<file path="src/rtl/core/dotq_pkg.sv">
package dotq_pkg;

  // Default number of queue slots.
  localparam int unsigned DefSlots = 16;

  // At most this many entries fire on one tick.
  localparam int unsigned MaxFire = 16;
  localparam int unsigned FireW   = $clog2(MaxFire + 1);

  // Identifier counter range.
  localparam logic [30:0] IdStart = 31'd42;
  localparam logic [30:0] IdMax   = 31'h7FFF_FFFF;

  // Command codes carried on the request tuser.
  localparam logic [1:0] CmdPost   = 2'd0;
  localparam logic [1:0] CmdCancel = 2'd1;
  localparam logic [1:0] CmdTick   = 2'd2;

  // Result kinds carried on the result tuser.
  localparam logic [2:0] KindPosted    = 3'd0;
  localparam logic [2:0] KindDropped   = 3'd1;
  localparam logic [2:0] KindFull      = 3'd2;
  localparam logic [2:0] KindCancelled = 3'd3;
  localparam logic [2:0] KindNotFound  = 3'd4;
  localparam logic [2:0] KindFired     = 3'd5;
  localparam logic [2:0] KindNoneDue   = 3'd6;

  // One queue entry as held in the slot memory.
  typedef struct packed {
    logic [31:0] period;
    logic [31:0] target;
    logic [30:0] id;
  } entry_t;

  // One result on its way to the output register.
  typedef struct packed {
    logic [2:0]  kind;
    logic [30:0] id;
    logic        last;
  } res_t;

  // Sequencer states.
  typedef enum logic [3:0] {
    StIdle,
    StInsStart,
    StInsScan,
    StInsShift,
    StInsWr,
    StCanStart,
    StCanScan,
    StRmStart,
    StRmShift,
    StRmEnd,
    StTickRd,
    StTickChk,
    StResult
  } dotq_state_e;

endpackage

</file>
<file path="src/rtl/core/deadline_ordered_timer_queue_top.sv">
// Timer event queue holding up to SLOTS entries sorted by deadline.
// Requests arrive on the s_axis channel: tuser selects post, cancel or tick,
// and tdata carries delay, period and the identifier to cancel. Results
// leave on the m_axis channel: tuser gives the result kind, tdata the event
// identifier and tlast marks the final result of a request.
// Post and cancel give one result each; a tick gives one result per fired
// entry (at most 16) or a single none-due result.
// One request is worked on at a time; s_axis_tready_o is high only while
// the sequencer is idle. Every scan and every shift of entries passes
// one slot per cycle through the single read and single write port of
// the slot memory.
// After reset the queue is empty, the time is zero and the next identifier
// is 42; no clearing pass is needed, as only slots below the fill count are
// ever used. When the receiver stalls, the result register holds its value
// and the sequencer waits with the next result until it is taken.
module deadline_ordered_timer_queue_top #(
  parameter int unsigned SLOTS = dotq_pkg::DefSlots
) (
  input  logic        clk_i,
  input  logic        rst_ni,
  input  logic        s_axis_tvalid_i,
  output logic        s_axis_tready_o,
  input  logic [95:0] s_axis_tdata_i,   // [31:0] delay, [63:32] period,
                                        // [94:64] cancel_id, [95] zero
  input  logic [1:0]  s_axis_tuser_i,   // [1:0] command
  output logic        m_axis_tvalid_o,
  input  logic        m_axis_tready_i,
  output logic [31:0] m_axis_tdata_o,   // [30:0] event_id, [31] zero
  output logic [2:0]  m_axis_tuser_o,   // [2:0] kind
  output logic        m_axis_tlast_o
);

  localparam int unsigned IW = $clog2(SLOTS);
  localparam int unsigned CW = $clog2(SLOTS + 1);
  localparam int unsigned FW = dotq_pkg::FireW;

  // True when (int32)(a - b) > 0.
  function automatic logic is_later(input logic [31:0] a, input logic [31:0] b);
    logic [31:0] diff;
    diff = a - b;
    return (diff != 32'd0) && !diff[31];
  endfunction

  // Sequencer and queue state.
  dotq_pkg::dotq_state_e state_q, state_d;
  logic [1:0]            cmd_q, cmd_d;
  logic [30:0]           cancel_id_q, cancel_id_d;
  dotq_pkg::entry_t      new_q, new_d;
  logic                  nd_q, nd_d;
  logic                  reins_q, reins_d;
  logic [CW-1:0]         cnt_q, cnt_d;
  logic [CW-1:0]         k_q, k_d;
  logic [CW-1:0]         p_q, p_d;
  logic [31:0]           time_q, time_d;
  logic [30:0]           id_ctr_q, id_ctr_d;
  logic [SLOTS-1:0]      done_q, done_d;
  logic [FW-1:0]         fire_cnt_q, fire_cnt_d;
  logic                  have_pend_q, have_pend_d;
  logic [30:0]           pend_id_q, pend_id_d;
  dotq_pkg::res_t        res_q, res_d;

  // Slot memory ports.
  dotq_pkg::entry_t mem_q [SLOTS];
  dotq_pkg::entry_t rd_q;
  dotq_pkg::entry_t wd;
  logic [IW-1:0]    ra, wa;
  logic             we;

  // Shared adder and deadline comparator.
  logic [31:0] add_b, sum;
  logic [31:0] cmp_b;
  logic        later;

  // Cursor arithmetic.
  logic [CW-1:0] k_inc, k_p2, k_dec, k_m2, p_inc, cnt_inc, cnt_dec;

  // Shifted copies of the fired-this-tick flags.
  logic [SLOTS-1:0] done_ins_sh, done_rm_sh;

  logic        in_acc;
  logic        push_valid, push_ready;
  logic        cont;
  logic [31:0] in_delay, in_period;

  assign in_acc    = s_axis_tvalid_i && s_axis_tready_o;
  assign in_delay  = s_axis_tdata_i[31:0];
  assign in_period = s_axis_tdata_i[63:32];

  assign s_axis_tready_o = (state_q == dotq_pkg::StIdle);

  assign sum   = time_q + add_b;
  assign later = is_later(rd_q.target, cmp_b);

  assign k_inc   = k_q + CW'(1);
  assign k_p2    = k_q + CW'(2);
  assign k_dec   = k_q - CW'(1);
  assign k_m2    = k_q - CW'(2);
  assign p_inc   = p_q + CW'(1);
  assign cnt_inc = cnt_q + CW'(1);
  assign cnt_dec = cnt_q - CW'(1);

  assign done_ins_sh = {done_q[SLOTS-2:0], 1'b0};
  assign done_rm_sh  = {1'b0, done_q[SLOTS-1:1]};

  // Next state and datapath control.
  always_comb begin
    state_d     = state_q;
    cmd_d       = cmd_q;
    cancel_id_d = cancel_id_q;
    new_d       = new_q;
    nd_d        = nd_q;
    reins_d     = reins_q;
    cnt_d       = cnt_q;
    k_d         = k_q;
    p_d         = p_q;
    time_d      = time_q;
    id_ctr_d    = id_ctr_q;
    done_d      = done_q;
    fire_cnt_d  = fire_cnt_q;
    have_pend_d = have_pend_q;
    pend_id_d   = pend_id_q;
    res_d       = res_q;
    we          = 1'b0;
    wa          = '0;
    wd          = new_q;
    ra          = '0;
    add_b       = 32'd1;
    cmp_b       = new_q.target;
    push_valid  = 1'b0;
    cont        = 1'b0;

    case (state_q)
      dotq_pkg::StIdle: begin
        if (in_acc) begin
          cmd_d       = s_axis_tuser_i;
          cancel_id_d = s_axis_tdata_i[94:64];
          case (s_axis_tuser_i)
            dotq_pkg::CmdPost: begin
              if (cnt_q == CW'(SLOTS)) begin
                res_d   = '{kind: dotq_pkg::KindFull, id: 31'd0, last: 1'b1};
                state_d = dotq_pkg::StResult;
              end else begin
                id_ctr_d = (id_ctr_q == dotq_pkg::IdMax) ? dotq_pkg::IdStart
                                                         : id_ctr_q + 31'd1;
                if (in_delay[31]) begin
                  res_d   = '{kind: dotq_pkg::KindDropped, id: id_ctr_q, last: 1'b1};
                  state_d = dotq_pkg::StResult;
                end else begin
                  add_b   = in_delay;
                  new_d   = '{period: in_period, target: sum, id: id_ctr_q};
                  nd_d    = 1'b0;
                  state_d = dotq_pkg::StInsStart;
                end
              end
            end
            dotq_pkg::CmdCancel: begin
              state_d = dotq_pkg::StCanStart;
            end
            dotq_pkg::CmdTick: begin
              add_b       = 32'd1;
              time_d      = sum;
              done_d      = '0;
              fire_cnt_d  = '0;
              have_pend_d = 1'b0;
              state_d     = dotq_pkg::StTickRd;
            end
            default: begin
              state_d = dotq_pkg::StIdle;
            end
          endcase
        end
      end

      // Insertion: find the first slot that is later than the new deadline.
      dotq_pkg::StInsStart: begin
        k_d = '0;
        if (cnt_q == '0) begin
          p_d     = '0;
          state_d = dotq_pkg::StInsWr;
        end else begin
          ra      = '0;
          state_d = dotq_pkg::StInsScan;
        end
      end

      dotq_pkg::StInsScan: begin
        cmp_b = new_q.target;
        if (later) begin
          p_d     = k_q;
          ra      = cnt_dec[IW-1:0];
          k_d     = cnt_q;
          state_d = dotq_pkg::StInsShift;
        end else if (k_inc == cnt_q) begin
          p_d     = cnt_q;
          state_d = dotq_pkg::StInsWr;
        end else begin
          ra  = k_inc[IW-1:0];
          k_d = k_inc;
        end
      end

      // Move entries one slot towards the tail, from the tail down.
      dotq_pkg::StInsShift: begin
        we = 1'b1;
        wa = k_q[IW-1:0];
        wd = rd_q;
        if (k_dec == p_q) begin
          state_d = dotq_pkg::StInsWr;
        end else begin
          ra  = k_m2[IW-1:0];
          k_d = k_dec;
        end
      end

      dotq_pkg::StInsWr: begin
        we    = 1'b1;
        wa    = p_q[IW-1:0];
        wd    = new_q;
        cnt_d = cnt_inc;
        for (int j = 0; j < SLOTS; j++) begin
          if (CW'(j) > p_q) begin
            done_d[j] = done_ins_sh[j];
          end else if (CW'(j) == p_q) begin
            done_d[j] = nd_q;
          end
        end
        if (cmd_q == dotq_pkg::CmdPost) begin
          res_d   = '{kind: dotq_pkg::KindPosted, id: new_q.id, last: 1'b1};
          state_d = dotq_pkg::StResult;
        end else begin
          state_d = dotq_pkg::StTickRd;
        end
      end

      // Cancel: search from the head for a matching identifier.
      dotq_pkg::StCanStart: begin
        k_d = '0;
        if (cnt_q == '0) begin
          res_d   = '{kind: dotq_pkg::KindNotFound, id: cancel_id_q, last: 1'b1};
          state_d = dotq_pkg::StResult;
        end else begin
          ra      = '0;
          state_d = dotq_pkg::StCanScan;
        end
      end

      dotq_pkg::StCanScan: begin
        if (rd_q.id == cancel_id_q) begin
          p_d     = k_q;
          state_d = dotq_pkg::StRmStart;
        end else if (k_inc == cnt_q) begin
          res_d   = '{kind: dotq_pkg::KindNotFound, id: cancel_id_q, last: 1'b1};
          state_d = dotq_pkg::StResult;
        end else begin
          ra  = k_inc[IW-1:0];
          k_d = k_inc;
        end
      end

      // Removal at slot p: move the entries behind it one slot forward.
      dotq_pkg::StRmStart: begin
        k_d = p_q;
        if (p_inc == cnt_q) begin
          state_d = dotq_pkg::StRmEnd;
        end else begin
          ra      = p_inc[IW-1:0];
          state_d = dotq_pkg::StRmShift;
        end
      end

      dotq_pkg::StRmShift: begin
        we = 1'b1;
        wa = k_q[IW-1:0];
        wd = rd_q;
        if (k_p2 == cnt_q) begin
          state_d = dotq_pkg::StRmEnd;
        end else begin
          ra  = k_p2[IW-1:0];
          k_d = k_inc;
        end
      end

      dotq_pkg::StRmEnd: begin
        cnt_d = cnt_dec;
        for (int j = 0; j < SLOTS; j++) begin
          if (CW'(j) >= p_q) begin
            done_d[j] = done_rm_sh[j];
          end
        end
        if (cmd_q == dotq_pkg::CmdCancel) begin
          res_d   = '{kind: dotq_pkg::KindCancelled, id: cancel_id_q, last: 1'b1};
          state_d = dotq_pkg::StResult;
        end else if (reins_q) begin
          state_d = dotq_pkg::StInsStart;
        end else begin
          state_d = dotq_pkg::StTickRd;
        end
      end

      // Tick: look at the head entry.
      dotq_pkg::StTickRd: begin
        ra      = '0;
        state_d = dotq_pkg::StTickChk;
      end

      dotq_pkg::StTickChk: begin
        cmp_b = time_q;
        cont  = (fire_cnt_q < FW'(dotq_pkg::MaxFire)) && (cnt_q != '0) &&
                !done_q[0] && !later;
        if (!cont) begin
          if (have_pend_q) begin
            res_d = '{kind: dotq_pkg::KindFired, id: pend_id_q, last: 1'b1};
          end else begin
            res_d = '{kind: dotq_pkg::KindNoneDue, id: 31'd0, last: 1'b1};
          end
          state_d = dotq_pkg::StResult;
        end else if (have_pend_q) begin
          // Another entry fires, so the one before it is not the last.
          res_d       = '{kind: dotq_pkg::KindFired, id: pend_id_q, last: 1'b0};
          have_pend_d = 1'b0;
          state_d     = dotq_pkg::StResult;
        end else begin
          pend_id_d   = rd_q.id;
          have_pend_d = 1'b1;
          fire_cnt_d  = fire_cnt_q + FW'(1);
          add_b       = rd_q.period;
          new_d       = '{period: rd_q.period, target: sum, id: rd_q.id};
          nd_d        = 1'b1;
          reins_d     = !rd_q.period[31];
          p_d         = '0;
          state_d     = dotq_pkg::StRmStart;
        end
      end

      // Hand one result to the output register.
      dotq_pkg::StResult: begin
        push_valid = 1'b1;
        if (push_ready) begin
          state_d = res_q.last ? dotq_pkg::StIdle : dotq_pkg::StTickRd;
        end
      end

      default: begin
        state_d = dotq_pkg::StIdle;
      end
    endcase
  end

  // State register.
  always_ff @(posedge clk_i or negedge rst_ni) begin
    if (!rst_ni) begin
      state_q <= dotq_pkg::StIdle;
    end else begin
      state_q <= state_d;
    end
  end

  // Control registers.
  always_ff @(posedge clk_i or negedge rst_ni) begin
    if (!rst_ni) begin
      cnt_q       <= '0;
      time_q      <= '0;
      id_ctr_q    <= dotq_pkg::IdStart;
      done_q      <= '0;
      fire_cnt_q  <= '0;
      have_pend_q <= 1'b0;
      cmd_q       <= dotq_pkg::CmdPost;
      reins_q     <= 1'b0;
      nd_q        <= 1'b0;
      k_q         <= '0;
      p_q         <= '0;
    end else begin
      cnt_q       <= cnt_d;
      time_q      <= time_d;
      id_ctr_q    <= id_ctr_d;
      done_q      <= done_d;
      fire_cnt_q  <= fire_cnt_d;
      have_pend_q <= have_pend_d;
      cmd_q       <= cmd_d;
      reins_q     <= reins_d;
      nd_q        <= nd_d;
      k_q         <= k_d;
      p_q         <= p_d;
    end
  end

  // Payload registers.
  always_ff @(posedge clk_i) begin
    cancel_id_q <= cancel_id_d;
    new_q       <= new_d;
    pend_id_q   <= pend_id_d;
    res_q       <= res_d;
  end

  // Slot memory: one write and one registered read per cycle.
  always_ff @(posedge clk_i) begin
    if (we) begin
      mem_q[wa] <= wd;
    end
    rd_q <= mem_q[ra];
  end

  dotq_outreg u_outreg (
    .clk_i           (clk_i),
    .rst_ni          (rst_ni),
    .push_valid_i    (push_valid),
    .push_res_i      (res_q),
    .push_ready_o    (push_ready),
    .m_axis_tvalid_o (m_axis_tvalid_o),
    .m_axis_tready_i (m_axis_tready_i),
    .m_axis_tdata_o  (m_axis_tdata_o),
    .m_axis_tuser_o  (m_axis_tuser_o),
    .m_axis_tlast_o  (m_axis_tlast_o)
  );

  // A tick request advances the time by exactly one.
  assert property (@(posedge clk_i) disable iff (!rst_ni)
    (in_acc && s_axis_tuser_i == dotq_pkg::CmdTick) |=> time_q == $past(time_q) + 32'd1)
    else $error("tick did not advance the time by one");

  // A post into a queue with room always takes a fresh identifier.
  assert property (@(posedge clk_i) disable iff (!rst_ni)
    (in_acc && s_axis_tuser_i == dotq_pkg::CmdPost && cnt_q != CW'(SLOTS))
      |=> id_ctr_q != $past(id_ctr_q))
    else $error("post did not advance the identifier counter");

  // The fill count never exceeds the number of slots.
  assert property (@(posedge clk_i) disable iff (!rst_ni)
    cnt_q <= CW'(SLOTS))
    else $error("fill count beyond slot count");

  // Results are only pushed from the result state, never while a request is taken.
  assert property (@(posedge clk_i) disable iff (!rst_ni)
    in_acc |-> !push_valid)
    else $error("request taken while a result was pending");

endmodule

</file>
<file path="src/rtl/core/dotq_outreg.sv">
module dotq_outreg (
  input  logic            clk_i,
  input  logic            rst_ni,
  input  logic            push_valid_i,
  input  dotq_pkg::res_t  push_res_i,
  output logic            push_ready_o,
  output logic            m_axis_tvalid_o,
  input  logic            m_axis_tready_i,
  output logic [31:0]     m_axis_tdata_o,   // [30:0] event_id, [31] zero
  output logic [2:0]      m_axis_tuser_o,   // [2:0] kind
  output logic            m_axis_tlast_o
);

  logic           valid_q, valid_d;
  dotq_pkg::res_t res_q;

  // The register takes a new result when it is empty or being drained.
  assign push_ready_o = !valid_q || m_axis_tready_i;

  always_comb begin
    valid_d = valid_q;
    if (push_valid_i && push_ready_o) begin
      valid_d = 1'b1;
    end else if (m_axis_tready_i) begin
      valid_d = 1'b0;
    end
  end

  always_ff @(posedge clk_i or negedge rst_ni) begin
    if (!rst_ni) begin
      valid_q <= 1'b0;
    end else begin
      valid_q <= valid_d;
    end
  end

  // Payload needs no reset.
  always_ff @(posedge clk_i) begin
    if (push_valid_i && push_ready_o) begin
      res_q <= push_res_i;
    end
  end

  assign m_axis_tvalid_o = valid_q;
  assign m_axis_tdata_o  = {1'b0, res_q.id};
  assign m_axis_tuser_o  = res_q.kind;
  assign m_axis_tlast_o  = res_q.last;

endmodule

</file>
<file path="config.mk">
export PLATFORM = sky130hd
export DESIGN_NAME = deadline_ordered_timer_queue_top
export DESIGN_NICKNAME = d
export VERILOG_FILES = /design/src/rtl/core/dotq_pkg.sv /design/src/rtl/core/deadline_ordered_timer_queue_top.sv /design/src/rtl/core/dotq_outreg.sv
export SDC_FILE = /design/constraint.sdc
export NUM_CORES = 2
export LEC_CHECK = 0
export ABC_CLOCK_PERIOD_IN_PS = 15200
export BUFFER_PORTS_ARGS = -buffer_cell sky130_fd_sc_hd__buf_2
export CORE_MARGIN = 5
export CORE_UTILIZATION = 35
export CTS_CLUSTER_SIZE = 25
export DETAILED_ROUTE_END_ITERATION = 8
export PLACE_DENSITY_LB_ADDON = 0.15
export SETUP_SLACK_MARGIN = 0.02
export SLEW_MARGIN = 20
export SYNTH_ARGS = -nofsm -noshare
export SYNTH_HDL_FRONTEND = slang
export SYNTH_HIERARCHICAL = 1
export SYNTH_SLANG_ARGS = --single-unit
</file>
<file path="constraint.sdc">
create_clock -name clk_i -period 15.2 [get_ports clk_i]
set_clock_uncertainty 0.2 [all_clocks]
set_input_delay 2.28 -clock clk_i [delete_from_list [all_inputs] [get_ports clk_i]]
set_output_delay 2.28 -clock clk_i [all_outputs]
set_load 0.01 [all_outputs]
</file>
# ---- Word level (Yosys, flattened, before mapping)
# Memories as Yosys holds them, arrays and structs flattened. A register that Yosys moved wholly into a read port is not among the register bits.
# Index checks and enable logic that the tools add are counted.
dict set report word_totals {
  reg_bits 336
  ram_bits 1520
  mem_count 1
  elab_cells 381
}
dict set report op_classes {
  n_mux 147
  order_cmp 33
  n_addsub 11
  reduce_logical 56
  n_eq_ne 92
  bitwise_logic 2
}
# name words word_bits read_ports rd_clocked_by_memory_dff write_ports line_no
set mem_list {}
lappend mem_list {mem_q 16 95 1 1 1 deadline_ordered_timer_queue_top.sv:63} ;# dotq_pkg::entry_t mem_q [SLOTS];
# cell n
set ops {}
lappend ops {{$mux W95} 7}
lappend ops {{$mux W35} 11}
lappend ops {{$pmux W35 S6} 1}
lappend ops {{$pmux W95 S2} 1}
lappend ops {{$mux W31} 5}
lappend ops {{$mux W32} 3}
lappend ops {{$mux W4} 22}
lappend ops {{$reduce_and A5 Y1} 17}
lappend ops {{$mux W5} 15}
lappend ops {{$mux W1} 65}
lappend ops {{$pmux W32 S2} 1}
lappend ops {{$ne A2 B2 Y1 const B} 31}
lappend ops {{$ne A3 B3 Y1 const B} 19}
lappend ops {{$pmux W4 S13} 1}
lappend ops {{$pmux W16 S3} 1}
lappend ops {{$eq A4 B5 Y1 const A} 8}
lappend ops {{$ge A4 B5 Y1 const A} 8}
lappend ops {{$gt A4 B5 Y1 const A} 8}
lappend ops {{$mux W34} 1}
lappend ops {{$add A32 B32 Y32} 1}
lappend ops {{$mux W16} 2}
lappend ops {{$reduce_bool A32 Y1} 1}
lappend ops {{$sub A32 B32 Y32} 1}
lappend ops {{$add A31 B1 Y31 const B} 1}
lappend ops {{other kinds (54)} 110}

# ---- Depth between registers and ports, before layout
dict set report logic_depth {
  depth_word 15
  ltp_mapped 38
}

# ---- By module
# Netlist, hierarchy kept.
# module cells_each area_each_um2 n_inst
set by_module_without_submodules {}
lappend by_module_without_submodules {deadline_ordered_timer_queue_top 5937 82153.8 1}
lappend by_module_without_submodules {dotq_outreg 41 1116.1 1}

# ---- Worst setup path after synthesis
# No wires, ideal clock.
dict set report synth_path {
  kind {register to register}
  start {register state_q[3]}
  end {register new_q[0] (netlist name) (enable)}
  n_path_buf 3
  synth_period_minus_slack_ns 12.414
  path_stages_with_launch 22
  arrival_ns 11.534
  required_ns 14.320
  setup_time_ns 0.680
  slack_ns 2.786
  path_cell_list {dfrtp_1 > clkbuf_1 > nand2b_1 > nor2_1 > clkbuf_1 > clkbuf_1 > nand2_1 > nand2_1 > ha_1 > inv_1 > fa_1 > a211o_1 > a211oi_1 > o21a_1 > o21a_1 > or3_1 > nand4_1 > or4_1 > nor4_2 > nor2_1 > or3_1 > o21ai_0}
}
dict set report synth_between {
  elab_chain_len 9
}
# element line_no
set synth_lines {}
lappend synth_lines {{start, declared} deadline_ordered_timer_queue_top.sv:45} ;# dotq_pkg::dotq_state_e state_q, state_d;
lappend synth_lines {{start signal, assigned} deadline_ordered_timer_queue_top.sv:352} ;# state_q <= dotq_pkg::StIdle;
lappend synth_lines {{start signal, assigned} deadline_ordered_timer_queue_top.sv:354} ;# state_q <= state_d;
lappend synth_lines {{$eq A4 B4 Y1} deadline_ordered_timer_queue_top.sv:132} ;# case (state_q)
lappend synth_lines {{$mux W32} deadline_ordered_timer_queue_top.sv:132}
lappend synth_lines {{$sub A32 B32 Y32} deadline_ordered_timer_queue_top.sv:40} ;# diff = a - b;
lappend synth_lines {{$reduce_bool A32 Y1 / $logic_not A1 Y1 (equally long branches)} deadline_ordered_timer_queue_top.sv:41} ;# return (diff != 32'd0) && !diff[31];
lappend synth_lines {{$logic_and A1 B1 Y1} deadline_ordered_timer_queue_top.sv:41}
lappend synth_lines {{$logic_not A1 Y1} deadline_ordered_timer_queue_top.sv:309} ;# !done_q[0] && !later;
lappend synth_lines {{$logic_and A1 B1 Y1} deadline_ordered_timer_queue_top.sv:309}
lappend synth_lines {{$ne A2 B2 Y1 (no source line)} n/a}
lappend synth_lines {{$reduce_and A7 Y1 (no source line) (*)} n/a}
lappend synth_lines {{end signal, assigned} deadline_ordered_timer_queue_top.sv:390} ;# new_q <= new_d;
lappend synth_lines {{end, declared} deadline_ordered_timer_queue_top.sv:48} ;# dotq_pkg::entry_t new_q, new_d;
# Every way passes the cells marked *; elsewhere a longest branch is shown, timed or not.
# A chain may end at the register's enable or synchronous reset.

# ---- Final worst setup path
dict set report layout_path {
  start {register state_q[2]}
  end {register time_q[30]}
}
dict set report layout_between {
  elab_chain_len 10
}
# element line_no
set layout_lines {}
lappend layout_lines {{$eq A4 B4 Y1} deadline_ordered_timer_queue_top.sv:132}
lappend layout_lines {{$mux W32} deadline_ordered_timer_queue_top.sv:132}
lappend layout_lines {{$sub A32 B32 Y32} deadline_ordered_timer_queue_top.sv:40}
lappend layout_lines {{$reduce_bool A32 Y1 / $logic_not A1 Y1 (equally long branches)} deadline_ordered_timer_queue_top.sv:41}
lappend layout_lines {{$logic_and A1 B1 Y1} deadline_ordered_timer_queue_top.sv:41}
lappend layout_lines {{$logic_not A1 Y1} deadline_ordered_timer_queue_top.sv:309}
lappend layout_lines {{$logic_and A1 B1 Y1} deadline_ordered_timer_queue_top.sv:309}
lappend layout_lines {{$mux W32} deadline_ordered_timer_queue_top.sv:310} ;# if (!cont) begin
lappend layout_lines {{$pmux W32 S2} deadline_ordered_timer_queue_top.sv:132}
lappend layout_lines {{$add A32 B32 Y32} deadline_ordered_timer_queue_top.sv:91} ;# assign sum = time_q + add_b;
lappend layout_lines {{end signal, assigned} deadline_ordered_timer_queue_top.sv:374} ;# time_q <= time_d;
lappend layout_lines {{end, declared} deadline_ordered_timer_queue_top.sv:54} ;# logic [31:0] time_q, time_d;
# Several ways; a longest one is shown, not always the timed one.

==> reports/qor.yml <==
global_route:
  gr-total-overflow: 0
  grt_first_pass_wirelength_mm: 378
  antenna_found_initial: 4
  grt_use_total_pct: 20.3
  grt_start_max_net_pins: 215
  first_global_vias: 52300
timing:
  setup_violations: 0
  tightest_slew_ns: 1.35
  slew_headroom_pct: 10.2
  rsz0062_at_grt: "no"
  timing.final.crit_share_pct: 77.2
  finalSetupTns_ns: 0
  min_period_ns: 11.73
  drv_slew: 0
  hold_viol: 0
  max_freq_ghz: 0.0852
critical_path:
  crit_type: "flip-flop to flip-flop"
  crit_family: "simple AND/OR/NAND/NOR gates"
  cp_slowest_stage_delay_ns: 0.87
  crit_top_cell: "o21a_1"
  slowest_stage: "dfrtp_1"
  cp.buffers_inverters: 2
  required_ns: 15.72
  r2r-end: "time_q[30]"
  worstSetupStartpointType: "flip-flop"
  reg2reg_slack_ns: 3.47
  worstPathMaxFanout: 37
  reg2reg_depth: 33
  r2r-start: "state_q[2]"
  endpoint_kind: "flip-flop"
  path_depth: 33
  arrival_ns: 12.25
clocking:
  h-tree-depth: 4
  clock_path_buffers: 3
  post_cts_buffers: 0
  ctsResizeCount: 0
  cts_root_buffer: "clkbuf_16"
  clk_pin_slew_worst_paths_ns: 0.06
  cts_num_sinks: 1951
  cts_hold_buf: 0
  cts_buffers: 207
  cts_tree: "yes"
  clk_latency_ns: 0.85
placed_design:
  routabilityCongestion: 0.863
  post-place-cells: 8925
  post-dp-hpwl_mm: 134
  numPortBuffers: 137
floorplan:
  num_io_pins: 140
  start_util_pct: 35.1
  rows: 179
  die_area_mm2: 0.248
  die_x_um: 498
  coreArea_mm2: 0.237
  die_h_um: 498
synth:
  synth_seq_area_share_pct: 68.6
  async_flop_share_pct: 5.59
  ys_ff_latch: 1951
  syn_area_mm2: 0.0833
  syn_avg_cell_area_um2: 13.9
  synth_top_family_by_area: "compound AO/OA/AOI/OAI gates"
  synthMuxAreaShare_pct: 6.74
  synth_cell_type_count: 89
  synth-simple-area-share_pct: 7.87
  synth_compound_area_share_pct: 11.6
  synth_fa_ha_area_share_pct: 1.18
  ys_warn_count: 6
  synth_nets: 6157
  synthCells: 5978
  synth_edf_count: 1747
  synth_xor_area_share_pct: 1.28
  ys.flop_type: "edfxtp_1"
routing:
  ant_nets: 0
  wl_per_cell_um: 27.9
  drc: 0
  vias_per_cell: 5.68
  firstDrtPassIters: 6
  wl_mm: 260
  drtIter0Drc: 5012
  num_vias: 53000
outcome:
  run_status: "complete, no violations"
worst_hold_path:
  holdPathEnd: "u_outreg/m_axis_tdata_o[3]"
  whs_path_depth: 0
  timing.hold.worst.start: "res_q[4]"
  hold_class: "flip-flop to flip-flop"
power_and_ir_drop:
  irDropWorstVdd_v: 0.000464
  p_leak_nw: 34.3
  p_per_area_mw_per_mm2: 237
job:
  maxCapViolCount: 0
finish:
  multi_input_area_mm2: 0.0242
  final_cell_mix: "1747 x edfxtp_1, 675 x nand2_1, 431 x mux2i_1"
  drive_gt1_share_pct: 11.5
  layout_commonest_cell: "edfxtp_1"
  syn_to_final_growth_pct: 12.7
  final_cells: 9318
  fillers: 22200
  nets: 6146
  seqCellArea_mm2: 0.0571
==> synth_stat cells (all sizes together) (106+ instances only) <==
master,instances,share of area (%)
a2111oi,285,3.0
a21oi,115,0.70
buf,160,1.2
clkbuf,293,1.3
dfrtp,106,3.2
edfxtp,1747,63
mux2,114,1.5
mux2i,432,5.2
nand2,678,3.1
nand3,321,1.9
nor2,149,0.67
o21ai,375,2.3
o22ai,198,1.5
or3,113,0.85
==> flip-flops by register name (all words and copies together) (netlist names), 2 cells and up <==
name / cells
mem_q: 1520
new_q: 95
rd_q: 95
res_q: 35
time_q: 32
cancel_id_q: 31
id_ctr_q: 31
pend_id_q: 31
u_outreg/m_axis_tdata_o: 31
done_q: 16
cnt_q: 5
fire_cnt_q: 5
k_q: 5
p_q: 5
state_q: 4
u_outreg/m_axis_tuser_o: 3
cmd_q: 2
==> worst max-delay path by stage <==
stage | from | to | slack, ns
3_3_place_gp | state_q[2] | time_q[30] | 3.70
5_1_grt | state_q[2] | time_q[30] | 2.74
2_1_floorplan | state_q[3] | new_q[0] | 2.79
3_5_place_dp | state_q[2] | time_q[30] | 3.67
4_1_cts | state_q[2] | time_q[30] | 3.61
6_report | state_q[2] | time_q[30] | 3.47
==> final cells by class <==
class	count	share of cell area [%]
multi-input cells	3533	25.8
diodes	2	0.00533
inverters	41	0.164
clock inverters	103	1.11
repair buffers	233	1.77
flip-flops and latches	1951	60.8
well taps	3167	4.22
clock buffers	288	6.08
==> report_power, final <==
part / switching (W) / leakage (nW) / internal, W / total [W]
logic: 0.00625 / 12.9 / 0.00276 / 0.00901
registers: 0.000562 / 18.1 / 0.00762 / 0.00818
clock network: 0.00213 / 3.30 / 0.00291 / 0.00504
total: 0.00894 / 34.3 / 0.0133 / 0.0222
==> metrics by stage <==
| stage | utilization, % | setup slack (ns) | power (W) | area [um2] | hold WS (ns) |
|---|---|---|---|---|---|
| after floorplan | - | 2.79 | 0.0139 | 83300 | 0.200 |
| after global placement | 36.7 | 3.70 | 0.0172 | 87100 | 0.201 |
| after detailed placement | 36.7 | 3.67 | 0.0173 | 87100 | 0.205 |
| after CTS | 39.5 | 3.61 | 0.0224 | 93800 | 0.210 |
| after global routing | 39.5 | 2.74 | 0.0233 | 93900 | 0.219 |
| final | 39.5 | 3.47 | 0.0222 | 93900 | 0.205 |
==> metal layers <==
metal	vias to the layer above	GRT usage (%)	routed length, um	share of wire, %
met1	27400	29.0	118000	45
met2	1749	32.9	122000	47
met5	-	0	0	0
li1	23400	-	-	-
met3	362	2.71	13900	5.3
met4	0	5.06	6070	2.3
==> cell families after synthesis <==
kind of cell | Yosys count
DFF | 1951
adders and majority gates | 77
muxes | 546
and+or+nand+nor | 1433
AOI/OAI and AO/OA | 1354
buffers and inverters | 494
xor gates and xnor gates | 122
other | 1
No activity file was read; power rests on OpenSTA's default activity.
